`src/rtl/ltla_pkg.sv`:
```
// ============================================================================
// ltla_pkg
// Shared types and constants for the linked timer and LFSR audio unit.
// ============================================================================
package ltla_pkg;

    localparam int TIMER_NUM = 8;

    // Command codes of an input beat.
    localparam logic [1:0] CMD_READ  = 2'd0;
    localparam logic [1:0] CMD_WRITE = 2'd1;
    localparam logic [1:0] CMD_TICK  = 2'd2;

    // Unit code that marks the end of a link chain.
    localparam logic [3:0] LINK_NONE = 4'hf;

    // Fixed register offsets.
    localparam logic [7:0] ADDR_PEND_CLR = 8'h80;
    localparam logic [7:0] ADDR_PEND_SET = 8'h81;
    localparam logic [7:0] ADDR_ZERO_A   = 8'h84;
    localparam logic [7:0] ADDR_ZERO_B   = 8'h85;
    localparam logic [7:0] ADDR_CONST_80 = 8'h86;
    localparam logic [7:0] ADDR_CONST_01 = 8'h88;
    localparam logic [7:0] ADDR_DIR      = 8'h8a;
    localparam logic [7:0] ADDR_PORT     = 8'h8b;
    localparam logic [7:0] ADDR_CONST_A0 = 8'h8c;
    localparam logic [7:0] ADDR_ZERO_C   = 8'h8d;
    localparam logic [7:0] ADDR_DISP_LO  = 8'h94;
    localparam logic [7:0] ADDR_DISP_HI  = 8'h95;

    // Scanline values of timer 2 seen at a timer 0 expiry.
    localparam logic [7:0] LINE_VB_SET   = 8'd103;
    localparam logic [7:0] LINE_LATCH    = 8'd102;
    localparam logic [7:0] LINE_VB_CLR   = 8'd101;

    typedef enum logic [2:0] {
        ST_IDLE,
        ST_READ,
        ST_WRITE,
        ST_ADD,
        ST_LOOP,
        ST_EXPIRE,
        ST_DONE
    } state_t;

    function automatic logic ctl_linked(input logic [7:0] ctl);
        return ctl[2:0] == 3'd7;
    endfunction

    function automatic logic ctl_count(input logic [7:0] ctl);
        return ctl[3];
    endfunction

    // Prescale period for a clock select, 4 << sel, or 4 for select 7.
    function automatic logic [9:0] scale_of(input logic [2:0] sel);
        logic [9:0] s;
        s = 10'd4 << sel;
        if (sel == 3'd7)
        begin
            s = 10'd4;
        end
        return s;
    endfunction

    // Fixed link partner of each timer; code 8 is audio channel 0.
    function automatic logic [3:0] timer_link(input logic [2:0] t);
        logic [3:0] n;
        case (t)
            3'd0: n = 4'd2;
            3'd1: n = 4'd3;
            3'd2: n = 4'd4;
            3'd3: n = 4'd5;
            3'd5: n = 4'd7;
            3'd7: n = 4'd8;
            default: n = LINK_NONE;
        endcase
        return n;
    endfunction

endpackage

```
`src/rtl/ltla_cmd_if.sv`:
```
// ============================================================================
// ltla_cmd_if
// Input channel: one bus read, bus write or tick per beat.
// ============================================================================
interface ltla_cmd_if;
    logic       valid;
    logic       ready;
    logic [1:0] command;
    logic [7:0] address;
    logic [7:0] write_data;
    logic [7:0] cycles;

    modport source (output valid, command, address, write_data, cycles, input ready);
    modport sink   (input valid, command, address, write_data, cycles, output ready);
endinterface

```
`src/rtl/ltla_res_if.sv`:
```
// ============================================================================
// ltla_res_if
// Result channel: read data, interrupt level, mixed sample and display base.
// ============================================================================
interface ltla_res_if;
    logic               valid;
    logic               ready;
    logic        [7:0]  read_data;
    logic               irq_level;
    logic signed [15:0] mixed_sample;
    logic        [15:0] display_base;

    modport source (output valid, read_data, irq_level, mixed_sample, display_base,
                    input ready);
    modport sink   (input valid, read_data, irq_level, mixed_sample, display_base,
                    output ready);
endinterface

```
`src/rtl/linked_timer_and_lfsr_audio_unit.sv`:
```
// ============================================================================
// linked_timer_and_lfsr_audio_unit
// Eight linked timers and up to four LFSR audio channels behind a byte bus.
// ============================================================================
// One beat is taken at a time. A read or a write passes its own step and then
// the done state. A tick walks the eight timers and the audio channels in
// order through one shared prescale adder and compare unit. Each unit passes
// an add step; a counting unit has the cycles added there, then counts one
// prescale period per loop step and leaves the loop once less than a period
// remains. Each unit expiring along a link chain adds an expiry step.
// The result register frees the input side, so a new beat is accepted while
// the last result still waits.
module linked_timer_and_lfsr_audio_unit #(
    parameter int AUDIO_NUM = 4
) (
    input  logic     clk,
    input  logic     rst_n,
    ltla_cmd_if.sink   cmd_ch,
    ltla_res_if.source res_ch
);
    import ltla_pkg::*;

    localparam int AW = (AUDIO_NUM > 1) ? $clog2(AUDIO_NUM) : 1;
    localparam logic [3:0] LAST_UNIT = 4'(TIMER_NUM + AUDIO_NUM - 1);

    state_t state_reg, state_next;

    // Latched beat.
    logic [1:0] cmd_reg;
    logic [7:0] addr_reg, wd_reg, cyc_reg;

    // Timer bank.
    logic [7:0] t_rel_reg [TIMER_NUM];
    logic [7:0] t_ctl_reg [TIMER_NUM];
    logic [7:0] t_cnt_reg [TIMER_NUM], t_cnt_next [TIMER_NUM];
    logic [7:0] t_sts_reg [TIMER_NUM], t_sts_next [TIMER_NUM];
    logic [9:0] t_acc_reg [TIMER_NUM], t_acc_next [TIMER_NUM];
    logic [7:0] t_rel_next [TIMER_NUM], t_ctl_next [TIMER_NUM];

    // Audio channels.
    logic [7:0]  a_vol_reg [AUDIO_NUM], a_vol_next [AUDIO_NUM];
    logic [7:0]  a_tap_reg [AUDIO_NUM], a_tap_next [AUDIO_NUM];
    logic [7:0]  a_out_reg [AUDIO_NUM], a_out_next [AUDIO_NUM];
    logic [11:0] a_sh_reg  [AUDIO_NUM], a_sh_next  [AUDIO_NUM];
    logic [7:0]  a_rel_reg [AUDIO_NUM], a_rel_next [AUDIO_NUM];
    logic [7:0]  a_ctl_reg [AUDIO_NUM], a_ctl_next [AUDIO_NUM];
    logic [7:0]  a_cnt_reg [AUDIO_NUM], a_cnt_next [AUDIO_NUM];
    logic [7:0]  a_ext_reg [AUDIO_NUM], a_ext_next [AUDIO_NUM];
    logic [9:0]  a_acc_reg [AUDIO_NUM], a_acc_next [AUDIO_NUM];

    logic [7:0]  pend_reg, pend_next;
    logic [15:0] disp_reg, disp_next;
    logic        vb_reg, vb_next;

    // Shadows of general registers that feed logic directly.
    logic [7:0] dir_reg, dir_next, port_reg, port_next;
    logic [7:0] dlo_reg, dlo_next, dhi_reg, dhi_next;

    // General register memory with per-entry valid bits.
    logic [7:0]   gr_mem [256];
    logic [255:0] gr_vld_reg;
    logic [7:0]   gr_rd_reg;
    logic         gr_rd_vld_reg;
    logic         mem_we;

    // Sequencer indexes.
    logic [3:0] u_reg, u_next, w_reg, w_next;
    logic [7:0] rd_reg, rd_next;

    // Result register.
    logic               out_valid_reg;
    logic [7:0]         out_rd_reg;
    logic               out_irq_reg;
    logic signed [15:0] out_mix_reg;
    logic [15:0]        out_disp_reg;
    logic               load;

    logic signed [15:0] mix;

    assign cmd_ch.ready = (state_reg == ST_IDLE);
    assign res_ch.valid        = out_valid_reg;
    assign res_ch.read_data    = out_rd_reg;
    assign res_ch.irq_level    = out_irq_reg;
    assign res_ch.mixed_sample = out_mix_reg;
    assign res_ch.display_base = out_disp_reg;

    assign load = (state_reg == ST_DONE) && (!out_valid_reg || res_ch.ready);

    // Mixed sample: signed channel outputs summed and scaled by 64.
    always_comb
    begin
        mix = '0;
        for (int c = 0; c < AUDIO_NUM; c++)
        begin
            mix = mix + ({{8{a_out_reg[c][7]}}, a_out_reg[c]} <<< 6);
        end
    end

    // General register memory: write from the write step, read at the bus address.
    always_ff @(posedge clk)
    begin
        if (mem_we)
        begin
            gr_mem[addr_reg] <= wd_reg;
        end
        gr_rd_reg     <= gr_mem[cmd_ch.address];
        gr_rd_vld_reg <= gr_vld_reg[cmd_ch.address];
    end

    // Sequencer and all state updates.
    always_comb
    begin
        logic [2:0]    ti;
        logic [AW-1:0] ai, ni;
        logic          is_a;
        logic [7:0]    ctl_u, cnt_u;
        logic [9:0]    acc_u, sc_u;
        logic          elig;
        logic [3:0]    nx;
        logic [11:0]   sh;
        logic          par;
        logic [AW+1:0] ac;
        logic [7:0]    pv;

        state_next = state_reg;
        u_next = u_reg;
        w_next = w_reg;
        rd_next = rd_reg;
        t_rel_next = t_rel_reg; t_ctl_next = t_ctl_reg; t_cnt_next = t_cnt_reg;
        t_sts_next = t_sts_reg; t_acc_next = t_acc_reg;
        a_vol_next = a_vol_reg; a_tap_next = a_tap_reg; a_out_next = a_out_reg;
        a_sh_next = a_sh_reg; a_rel_next = a_rel_reg; a_ctl_next = a_ctl_reg;
        a_cnt_next = a_cnt_reg; a_ext_next = a_ext_reg; a_acc_next = a_acc_reg;
        pend_next = pend_reg; disp_next = disp_reg; vb_next = vb_reg;
        dir_next = dir_reg; port_next = port_reg; dlo_next = dlo_reg; dhi_next = dhi_reg;
        mem_we = 1'b0;

        // Fields of the unit under the prescale walk.
        ti = u_reg[2:0];
        ai = u_reg[AW-1:0];
        is_a = u_reg[3];
        ctl_u = is_a ? a_ctl_reg[ai] : t_ctl_reg[ti];
        cnt_u = is_a ? a_cnt_reg[ai] : t_cnt_reg[ti];
        acc_u = is_a ? a_acc_reg[ai] : t_acc_reg[ti];
        sc_u  = scale_of(ctl_u[2:0]);
        elig  = ctl_count(ctl_u) && !ctl_linked(ctl_u) &&
                !(is_a ? a_ext_reg[ai][3] : t_sts_reg[ti][3]);
        nx = LINK_NONE;
        sh = '0;
        par = 1'b0;
        ni = '0;
        ac = addr_reg[AW+4:3];
        pv = 8'h04;

        case (state_reg)
            ST_IDLE:
            begin
                if (cmd_ch.valid)
                begin
                    rd_next = '0;
                    u_next = '0;
                    case (cmd_ch.command)
                        CMD_READ:  state_next = ST_READ;
                        CMD_WRITE: state_next = ST_WRITE;
                        CMD_TICK:  state_next = ST_ADD;
                        default:   state_next = ST_DONE;
                    endcase
                end
            end

            // Read data is chosen once the memory word is back.
            ST_READ:
            begin
                if (addr_reg < 8'h20)
                begin
                    case (addr_reg[1:0])
                        2'd0:    rd_next = t_rel_reg[addr_reg[4:2]];
                        2'd1:    rd_next = t_ctl_reg[addr_reg[4:2]];
                        2'd2:    rd_next = t_cnt_reg[addr_reg[4:2]];
                        default: rd_next = t_sts_reg[addr_reg[4:2]];
                    endcase
                end
                else if (addr_reg < 8'h40)
                begin
                    if (int'({1'b0, addr_reg[4:3]}) >= AUDIO_NUM)
                    begin
                        rd_next = '0;
                    end
                    else
                    begin
                        case (addr_reg[2:0])
                            3'd0:    rd_next = a_vol_reg[ac[AW-1:0]];
                            3'd1:    rd_next = a_tap_reg[ac[AW-1:0]];
                            3'd2:    rd_next = a_out_reg[ac[AW-1:0]];
                            3'd3:    rd_next = a_sh_reg[ac[AW-1:0]][7:0];
                            3'd4:    rd_next = a_rel_reg[ac[AW-1:0]];
                            3'd5:    rd_next = a_ctl_reg[ac[AW-1:0]];
                            3'd6:    rd_next = a_cnt_reg[ac[AW-1:0]];
                            default: rd_next = {a_ext_reg[ac[AW-1:0]][7:4],
                                                a_sh_reg[ac[AW-1:0]][11:8]};
                        endcase
                    end
                end
                else
                begin
                    case (addr_reg)
                        ADDR_PEND_CLR, ADDR_PEND_SET: rd_next = pend_reg;
                        ADDR_ZERO_A, ADDR_ZERO_B, ADDR_ZERO_C: rd_next = 8'h00;
                        ADDR_CONST_80: rd_next = 8'h80;
                        ADDR_CONST_01: rd_next = 8'h01;
                        ADDR_CONST_A0: rd_next = 8'ha0;
                        ADDR_PORT:
                        begin
                            pv[0] = dir_reg[0] ? port_reg[0] : 1'b1;
                            pv[1] = dir_reg[1] ? port_reg[1] : 1'b0;
                            pv[3] = dir_reg[3] && !(port_reg[3] && vb_reg);
                            pv[4] = dir_reg[4] ? port_reg[4] : 1'b1;
                            rd_next = pv;
                        end
                        default: rd_next = gr_rd_vld_reg ? gr_rd_reg : 8'h00;
                    endcase
                end
                state_next = ST_DONE;
            end

            ST_WRITE:
            begin
                if (addr_reg < 8'h20)
                begin
                    case (addr_reg[1:0])
                        2'd0: t_rel_next[addr_reg[4:2]] = wd_reg;
                        2'd1:
                        begin
                            t_ctl_next[addr_reg[4:2]] = wd_reg;
                            if (wd_reg[6])
                            begin
                                t_sts_next[addr_reg[4:2]][3] = 1'b0;
                            end
                            if (ctl_count(wd_reg) && t_cnt_reg[addr_reg[4:2]] == 8'd0)
                            begin
                                t_cnt_next[addr_reg[4:2]] = t_rel_reg[addr_reg[4:2]];
                            end
                            t_acc_next[addr_reg[4:2]] = '0;
                        end
                        2'd2: t_cnt_next[addr_reg[4:2]] = wd_reg;
                        default: t_sts_next[addr_reg[4:2]][3] = wd_reg[3];
                    endcase
                end
                else
                begin
                    if (addr_reg == ADDR_PEND_CLR)
                    begin
                        pend_next = pend_reg & ~wd_reg;
                    end
                    else if (addr_reg == ADDR_PEND_SET)
                    begin
                        pend_next = pend_reg | wd_reg;
                    end
                    else
                    begin
                        mem_we = 1'b1;
                        if (addr_reg == ADDR_DIR)     dir_next = wd_reg;
                        if (addr_reg == ADDR_PORT)    port_next = wd_reg;
                        if (addr_reg == ADDR_DISP_LO) dlo_next = wd_reg;
                        if (addr_reg == ADDR_DISP_HI) dhi_next = wd_reg;
                    end
                    if (addr_reg < 8'h40 && int'({1'b0, addr_reg[4:3]}) < AUDIO_NUM)
                    begin
                        case (addr_reg[2:0])
                            3'd0: a_vol_next[ac[AW-1:0]] = wd_reg;
                            3'd1: a_tap_next[ac[AW-1:0]] = wd_reg;
                            3'd2: a_out_next[ac[AW-1:0]] = wd_reg;
                            3'd3: a_sh_next[ac[AW-1:0]][7:0] = wd_reg;
                            3'd4: a_rel_next[ac[AW-1:0]] = wd_reg;
                            3'd5:
                            begin
                                a_ctl_next[ac[AW-1:0]] = wd_reg;
                                if (wd_reg[6])
                                begin
                                    a_ext_next[ac[AW-1:0]][3] = 1'b0;
                                end
                                a_acc_next[ac[AW-1:0]] = '0;
                            end
                            3'd6: a_cnt_next[ac[AW-1:0]] = wd_reg;
                            default:
                            begin
                                a_ext_next[ac[AW-1:0]] = wd_reg;
                                a_sh_next[ac[AW-1:0]][11:8] = wd_reg[3:0];
                            end
                        endcase
                    end
                end
                state_next = ST_DONE;
            end

            // Add the elapsed cycles to the next free-running unit.
            ST_ADD:
            begin
                if (u_reg > LAST_UNIT)
                begin
                    state_next = ST_DONE;
                end
                else if (elig)
                begin
                    if (is_a) a_acc_next[ai] = acc_u + {2'b00, cyc_reg};
                    else      t_acc_next[ti] = acc_u + {2'b00, cyc_reg};
                    state_next = ST_LOOP;
                end
                else
                begin
                    u_next = u_reg + 4'd1;
                end
            end

            // One prescale period per cycle while no expiry chain runs: count down or start an expiry chain.
            ST_LOOP:
            begin
                if (acc_u >= sc_u)
                begin
                    if (is_a) a_acc_next[ai] = acc_u - sc_u;
                    else      t_acc_next[ti] = acc_u - sc_u;
                    if (cnt_u != 8'd0)
                    begin
                        if (is_a) a_cnt_next[ai] = cnt_u - 8'd1;
                        else      t_cnt_next[ti] = cnt_u - 8'd1;
                    end
                    else
                    begin
                        w_next = u_reg;
                        state_next = ST_EXPIRE;
                    end
                end
                else
                begin
                    u_next = u_reg + 4'd1;
                    state_next = ST_ADD;
                end
            end

            // Expire one unit, then follow its link one step.
            ST_EXPIRE:
            begin
                state_next = ST_LOOP;
                if (!w_reg[3])
                begin
                    if (t_ctl_reg[w_reg[2:0]][7] && w_reg[2:0] != 3'd4)
                    begin
                        pend_next[w_reg[2:0]] = 1'b1;
                    end
                    if (w_reg[2:0] == 3'd0)
                    begin
                        if (t_cnt_reg[2] == LINE_VB_SET) vb_next = 1'b1;
                        if (t_cnt_reg[2] == LINE_LATCH)  disp_next = {dhi_reg, dlo_reg};
                        if (t_cnt_reg[2] == LINE_VB_CLR) vb_next = 1'b0;
                    end
                    if (t_ctl_reg[w_reg[2:0]][4])
                    begin
                        t_cnt_next[w_reg[2:0]] = t_rel_reg[w_reg[2:0]];
                    end
                    else
                    begin
                        t_sts_next[w_reg[2:0]][3] = 1'b1;
                    end
                    nx = timer_link(w_reg[2:0]);
                    if (nx == 4'd8)
                    begin
                        if (ctl_count(a_ctl_reg[0]) && ctl_linked(a_ctl_reg[0]) &&
                            !a_ext_reg[0][3])
                        begin
                            if (a_cnt_reg[0] != 8'd0)
                            begin
                                a_cnt_next[0] = a_cnt_reg[0] - 8'd1;
                            end
                            else
                            begin
                                w_next = nx;
                                state_next = ST_EXPIRE;
                            end
                        end
                    end
                    else if (nx != LINK_NONE)
                    begin
                        if (ctl_count(t_ctl_reg[nx[2:0]]) && ctl_linked(t_ctl_reg[nx[2:0]]) &&
                            !t_sts_reg[nx[2:0]][3])
                        begin
                            if (t_cnt_reg[nx[2:0]] != 8'd0)
                            begin
                                t_cnt_next[nx[2:0]] = t_cnt_reg[nx[2:0]] - 8'd1;
                            end
                            else
                            begin
                                w_next = nx;
                                state_next = ST_EXPIRE;
                            end
                        end
                    end
                end
                else
                begin
                    // Audio channel: step the LFSR and drive +/- volume.
                    sh  = a_sh_reg[w_reg[AW-1:0]];
                    par = ^(sh & {a_ext_reg[w_reg[AW-1:0]][3:0], a_tap_reg[w_reg[AW-1:0]]});
                    a_sh_next[w_reg[AW-1:0]] = {par, sh[11:1]};
                    a_out_next[w_reg[AW-1:0]] = sh[0] ? a_vol_reg[w_reg[AW-1:0]]
                                                      : 8'd0 - a_vol_reg[w_reg[AW-1:0]];
                    if (a_ctl_reg[w_reg[AW-1:0]][4])
                    begin
                        a_cnt_next[w_reg[AW-1:0]] = a_rel_reg[w_reg[AW-1:0]];
                    end
                    else
                    begin
                        a_ext_next[w_reg[AW-1:0]][3] = 1'b1;
                    end
                    if (int'(w_reg[AW-1:0]) + 1 < AUDIO_NUM)
                    begin
                        ni = w_reg[AW-1:0] + 1'b1;
                        if (ctl_count(a_ctl_reg[ni]) && ctl_linked(a_ctl_reg[ni]) &&
                            !a_ext_reg[ni][3])
                        begin
                            if (a_cnt_reg[ni] != 8'd0)
                            begin
                                a_cnt_next[ni] = a_cnt_reg[ni] - 8'd1;
                            end
                            else
                            begin
                                w_next = w_reg + 4'd1;
                                state_next = ST_EXPIRE;
                            end
                        end
                    end
                end
            end

            ST_DONE:
            begin
                if (load)
                begin
                    state_next = ST_IDLE;
                end
            end

            default: state_next = ST_IDLE;
        endcase
    end

    // Beat capture.
    always_ff @(posedge clk)
    begin
        if (cmd_ch.valid && cmd_ch.ready)
        begin
            cmd_reg  <= cmd_ch.command;
            addr_reg <= cmd_ch.address;
            wd_reg   <= cmd_ch.write_data;
            cyc_reg  <= cmd_ch.cycles;
        end
    end

    // Control and architectural state.
    always_ff @(posedge clk or negedge rst_n)
    begin
        if (!rst_n)
        begin
            state_reg <= ST_IDLE;
            u_reg <= '0;
            w_reg <= '0;
            rd_reg <= '0;
            for (int t = 0; t < TIMER_NUM; t++)
            begin
                t_rel_reg[t] <= '0; t_ctl_reg[t] <= '0; t_cnt_reg[t] <= '0;
                t_sts_reg[t] <= '0; t_acc_reg[t] <= '0;
            end
            for (int c = 0; c < AUDIO_NUM; c++)
            begin
                a_vol_reg[c] <= '0; a_tap_reg[c] <= '0; a_out_reg[c] <= '0;
                a_sh_reg[c] <= 12'd1; a_rel_reg[c] <= '0; a_ctl_reg[c] <= '0;
                a_cnt_reg[c] <= '0; a_ext_reg[c] <= '0; a_acc_reg[c] <= '0;
            end
            pend_reg <= '0;
            disp_reg <= '0;
            vb_reg <= 1'b0;
            dir_reg <= '0; port_reg <= '0; dlo_reg <= '0; dhi_reg <= '0;
            gr_vld_reg <= '0;
        end
        else
        begin
            state_reg <= state_next;
            u_reg <= u_next;
            w_reg <= w_next;
            rd_reg <= rd_next;
            t_rel_reg <= t_rel_next; t_ctl_reg <= t_ctl_next; t_cnt_reg <= t_cnt_next;
            t_sts_reg <= t_sts_next; t_acc_reg <= t_acc_next;
            a_vol_reg <= a_vol_next; a_tap_reg <= a_tap_next; a_out_reg <= a_out_next;
            a_sh_reg <= a_sh_next; a_rel_reg <= a_rel_next; a_ctl_reg <= a_ctl_next;
            a_cnt_reg <= a_cnt_next; a_ext_reg <= a_ext_next; a_acc_reg <= a_acc_next;
            pend_reg <= pend_next;
            disp_reg <= disp_next;
            vb_reg <= vb_next;
            dir_reg <= dir_next; port_reg <= port_next;
            dlo_reg <= dlo_next; dhi_reg <= dhi_next;
            if (mem_we)
            begin
                gr_vld_reg[addr_reg] <= 1'b1;
            end
        end
    end

    // Result register.
    always_ff @(posedge clk or negedge rst_n)
    begin
        if (!rst_n)
        begin
            out_valid_reg <= 1'b0;
        end
        else if (load)
        begin
            out_valid_reg <= 1'b1;
        end
        else if (res_ch.ready)
        begin
            out_valid_reg <= 1'b0;
        end
    end

    always_ff @(posedge clk)
    begin
        if (load)
        begin
            out_rd_reg   <= (cmd_reg == CMD_READ) ? rd_reg : 8'h00;
            out_irq_reg  <= (pend_reg != 8'h00);
            out_mix_reg  <= mix;
            out_disp_reg <= disp_reg;
        end
    end

    // Checks on the sequencer.
    a_expire_in_range: assert property (@(posedge clk) disable iff (!rst_n)
        state_reg == ST_EXPIRE |-> w_reg <= LAST_UNIT)
        else $error("expiry walker beyond last unit");

    a_walk_in_range: assert property (@(posedge clk) disable iff (!rst_n)
        state_reg == ST_LOOP |-> u_reg <= LAST_UNIT)
        else $error("prescale walk beyond last unit");

    a_irq_matches: assert property (@(posedge clk) disable iff (!rst_n)
        load |=> res_ch.irq_level == (pend_reg != 8'h00))
        else $error("irq level does not follow pending bits");

    a_idle_ready: assert property (@(posedge clk) disable iff (!rst_n)
        load |=> cmd_ch.ready && res_ch.valid)
        else $error("result load did not return to idle");

endmodule

```
`src/flat_wrapper.sv`:
```
// flat-port wrapper written by rule: the top's interface ports become plain ports
module linked_timer_and_lfsr_audio_unit_flat import ltla_pkg::*;
#(
    parameter int AUDIO_NUM = 4
)
  (clk, rst_n, cmd_ch_valid, cmd_ch_command, cmd_ch_address, cmd_ch_write_data, cmd_ch_cycles, cmd_ch_ready, res_ch_valid, res_ch_read_data, res_ch_irq_level, res_ch_mixed_sample, res_ch_display_base, res_ch_ready);
  ltla_cmd_if cmd_ch_i ();
  ltla_res_if res_ch_i ();
  input  logic clk;
  input  logic rst_n;
  input wire logic [$bits(cmd_ch_i.valid)-1:0] cmd_ch_valid;
  input wire logic [$bits(cmd_ch_i.command)-1:0] cmd_ch_command;
  input wire logic [$bits(cmd_ch_i.address)-1:0] cmd_ch_address;
  input wire logic [$bits(cmd_ch_i.write_data)-1:0] cmd_ch_write_data;
  input wire logic [$bits(cmd_ch_i.cycles)-1:0] cmd_ch_cycles;
  output wire logic [$bits(cmd_ch_i.ready)-1:0] cmd_ch_ready;
  output wire logic [$bits(res_ch_i.valid)-1:0] res_ch_valid;
  output wire logic [$bits(res_ch_i.read_data)-1:0] res_ch_read_data;
  output wire logic [$bits(res_ch_i.irq_level)-1:0] res_ch_irq_level;
  output wire logic [$bits(res_ch_i.mixed_sample)-1:0] res_ch_mixed_sample;
  output wire logic [$bits(res_ch_i.display_base)-1:0] res_ch_display_base;
  input wire logic [$bits(res_ch_i.ready)-1:0] res_ch_ready;
  assign cmd_ch_i.valid = cmd_ch_valid;
  assign cmd_ch_i.command = cmd_ch_command;
  assign cmd_ch_i.address = cmd_ch_address;
  assign cmd_ch_i.write_data = cmd_ch_write_data;
  assign cmd_ch_i.cycles = cmd_ch_cycles;
  assign cmd_ch_ready = cmd_ch_i.ready;
  assign res_ch_valid = res_ch_i.valid;
  assign res_ch_read_data = res_ch_i.read_data;
  assign res_ch_irq_level = res_ch_i.irq_level;
  assign res_ch_mixed_sample = res_ch_i.mixed_sample;
  assign res_ch_display_base = res_ch_i.display_base;
  assign res_ch_i.ready = res_ch_ready;
  linked_timer_and_lfsr_audio_unit #(.AUDIO_NUM(AUDIO_NUM)) u_core (.clk(clk), .rst_n(rst_n), .cmd_ch(cmd_ch_i), .res_ch(res_ch_i));
endmodule
```
`config.mk`:
```
export PLATFORM = sky130hd
export DESIGN_NAME = linked_timer_and_lfsr_audio_unit_flat
export DESIGN_NICKNAME = d
export VERILOG_FILES = /design/src/rtl/ltla_pkg.sv /design/src/rtl/ltla_cmd_if.sv /design/src/rtl/ltla_res_if.sv /design/src/rtl/linked_timer_and_lfsr_audio_unit.sv /design/src/flat_wrapper.sv
export SDC_FILE = /design/constraint.sdc
export NUM_CORES = 2
export LEC_CHECK = 0
export ABC_AREA = 1
export ABC_CLOCK_PERIOD_IN_PS = 11220
export BUFFER_PORTS_ARGS = -buffer_cell sky130_fd_sc_hd__buf_2
export CAP_MARGIN = 20
export CORE_MARGIN = 10
export CORE_UTILIZATION = 30
export DETAILED_ROUTE_END_ITERATION = 6
export PLACE_DENSITY = 0.45
export SLEW_MARGIN = 5
export SYNTH_ARGS = -nofsm -noshare
export SYNTH_HDL_FRONTEND = slang
export SYNTH_SLANG_ARGS = --single-unit
```
`constraint.sdc`:
```
create_clock -name clk -period 11.22 [get_ports clk]
set_input_delay 1.122 -clock clk [delete_from_list [all_inputs] [get_ports clk]]
set_output_delay 1.122 -clock clk [all_outputs]
set_load 0.02 [all_outputs]
```
==> metrics.txt <==
Tot GR Track Use=0.2141; post-CTS setup buffers=0; Main synth FF type=edfxtp_1; Synth top area share=0.4521; worst r2r src=u_core.u_reg[0]$_DFFE_PN0P_; CTS max path bufs=4; register area share after synthesis=0.6173; initial antenna violation count=26; CP arrival=~8.4 ns; Hold Fails Final Rpt=0; clock transition time at the flip-flop clock pins of the worst setup and hold paths=0.06 ns; max-cap viol count=0; Rows=250; Die Ht=between 700 and 800 um; Power Density=between 200 and 250 mW/mm2; TNS Setup=0 ns; Crit Path Category=reg -> reg; ys async rst share=0.3021; most frequent cell after synthesis=o21ai_0; WL final=between 500 and 600 mm; flop2flop setup slack=roughly 3.6 ns; crit path from=u_core.u_reg[0]$_DFFE_PN0P_; Synth area leaders=edfxtp_1, dfrtp_1, o21ai_0; fin crit period=7.616 ns; hold crit path type=in -> async; initial detailed-routing violation count=about 12000; share of layout cells above drive strength 1=0.08293; Die X=703.3 um; fin. max-slew vios=0; CP Data Required Time=~12 ns; post-synth top area cell=edfxtp_1; hold_buf cts=0; Worst setup EP type=flip-flop; Slew @ Worst Pin=around 1.3 ns; input/output buffers=66; Routability Congestion=1.001; Avg Cell Area, Syn=9.711 um2; Cells after Synth=around 14000; Slew Limit Headroom=0.1497; RSZ-0062 raised after global routing=false; via/cell ratio=about 5.3; Layout area overhead=14.30%; routed len/inst=around 26 um; top cells by count, synth=o21ai_0, nor2_1, nand2_1, edfxtp_1, dfrtp_1; total grt overflow=0; DRC viols=0; total core area=around 0.46 mm2; max FFs per register=around 2000; YS warnings=0; largest net degree at the start of global routing=roughly 190; Synth cell types=between 70 and 80; non-filler cells, final=~21000; P_leak=between 0.05 and 0.06 uW; CTS Buf Count=358; first-pass GRT wire length=a little under 800 mm; nets=approximately 14000; Clock H-tree levels=5; I/O pin total=73; Max FO, Critical Path=69; R2R depth=23; FF-to-FF End=u_core.t_acc_reg[72]$_DFFE_PN0P_; wire length on met3=41.43 mm; footprint of the multi-input gates=0.04794 mm2; number of synthesized flops with an enable pin=roughly 2100; post-route ant nets=0; VDD IR max=0.0003012 V; register bit count reported by yosys=~3000; critical path startpoint category=flip-flop; TritonRoute pass-1 iters=6; clk sink count=just over 3000; CTS Root Cell=clkbuf_16; metal2 WL=between 200 and 250 mm; DP HPWL=roughly 340 mm; initial core utilization=0.3016; Placed Cells=20207; status=complete, no violations; final worst slack=between 3 and 4 ns; post-place setup slack=between 3 and 4 ns; Storage cell area=~0.086 mm2; Clock Latency Late Sink=just under 1 ns; TritonCTS clock tree=yes; DR vias=between 100k and 150k; Period Utilization, post-route=0.6788; # setup viols final=0; Die Footprint=around 0.49 mm2; mapped cell area=roughly 0.14 mm2; DR top layer=met5; vias in the first global route=between 100k and 150k; fmax=around 130 MHz; Fill cells=~47000; Final Skew=0.05991 ns; Post-CTS Resized=0; M1 WL=242.0 mm
[cell usage in the layout (no fill, tap or decap), types with 30 or more instances in the layout]
cell       instances
nor3_1            31
edfxtp_1        2109
clkbuf_16        369
a221oi_1          43
conb_1           278
nor2_1          2129
dfrtp_1          909
ha_1              50
a22oi_1          113
nand3_1          731
o22ai_1          803
a21oi_1          438
buf_2             60
clkinv_2          56
buf_4            232
nand2_1         2130
clkbuf_1          94
o21ai_0         2309
nand4_1           59
inv_1            734
buf_12            30
clkinv_1          55
o2111ai_1         34
bufinv_16         32
or2_2            194
o211ai_1          99
o221ai_1          73
clkbuf_8          55
[worst max path at each step]
stage,to,depth (start not counted),slack (ns)
after floorplan,u_core.t_cnt_reg[37]$_DFFE_PN0P_,10,5.86
after global placement,u_core.t_acc_reg[70]$_DFFE_PN0P_,23,3.82
after CTS,u_core.t_acc_reg[72]$_DFFE_PN0P_,23,3.69
after detailed placement,u_core.t_acc_reg[19]$_DFFE_PN0P_,23,3.73
final,u_core.t_acc_reg[72]$_DFFE_PN0P_,23,3.60
after global routing,u_core.t_acc_reg[42]$_DFFE_PN0P_,23,3.06
[final cells by class]
class / count / area share
Tap cell: 6174 / 0.04825
Antenna cell: 14 / 0.0002188
Multi-Input combinational cell: 9884 / 0.2995
Clock inverter: 151 / 0.01073
Sequential cell: 3035 / 0.5401
Timing Repair Buffer: 337 / 0.01798
Clock buffer: 518 / 0.06461
Inverter: 786 / 0.01862
[where the power goes]
group	switching (uW)	leakage, uW	internal, uW
logic	9680	0.0217	2890
registers	727	0.0317	13100
clock network	4920	0.00591	7150
total	15300	0.0593	23100
[per-layer routing]
metal | vias up | track usage
li1 | 50519 | -
met3 | 952 | 0.03964
met1 | 55792 | 0.2990
met2 | 4370 | 0.3305
met4 | 8 | 0.08003
met5 | - | 0
[cells by family after synthesis]
logic type / Yosys count / share of synthesized area
and+or+nand+nor: 5391 / 0.1582
AOI/OAI and AO/OA: 4067 / 0.1631
xor gates and xnor gates: 51 / 0.003189
buffers and inverters: 1782 / 0.04939
other: 1 / 0.00002677
adders and majority gates: 62 / 0.006181
DFF: 3035 / 0.6173
muxes: 35 / 0.002617
[per-stage QoR]
| stage | utilization | cell area (um2) | power, uW | hold WS (ns) |
|---|---|---|---|---|
| after floorplan | - | 141100 | 20780 | 0.4229 |
| after global placement | 0.3182 | 147800 | 26210 | 0.3606 |
| after detailed placement | 0.3183 | 147900 | 26180 | 0.3605 |
| after CTS | 0.3443 | 159900 | 38330 | 0.1306 |
| after global routing | 0.3446 | 160100 | 40000 | 0.1865 |
| final | 0.3447 | 160100 | 38470 | 0.1614 |
[worst max-delay path, cell delays in order (launching register included)]
cell	delay, ns
dfrtp_2	0.65
inv_2	0.62
nand3_2	0.74
inv_2	0.64
a21oi_1	0.14
nand3_1	0.10
o21a_1	0.25
nand3_1	0.13
o21a_1	0.14
ha_1	0.47
o21ai_0	0.25
nand2_1	0.12
nand3_1	0.09
o21ai_0	0.13
a21oi_1	0.30
nand3_1	0.34
nand2_1	0.15
inv_1	0.06
nand3_1	0.08
buf_4	0.42
clkinv_2	0.67
buf_4	0.60
o21ai_0	0.21
nand2_1	0.08
Note: power is estimated with default switching activity, not from simulation.
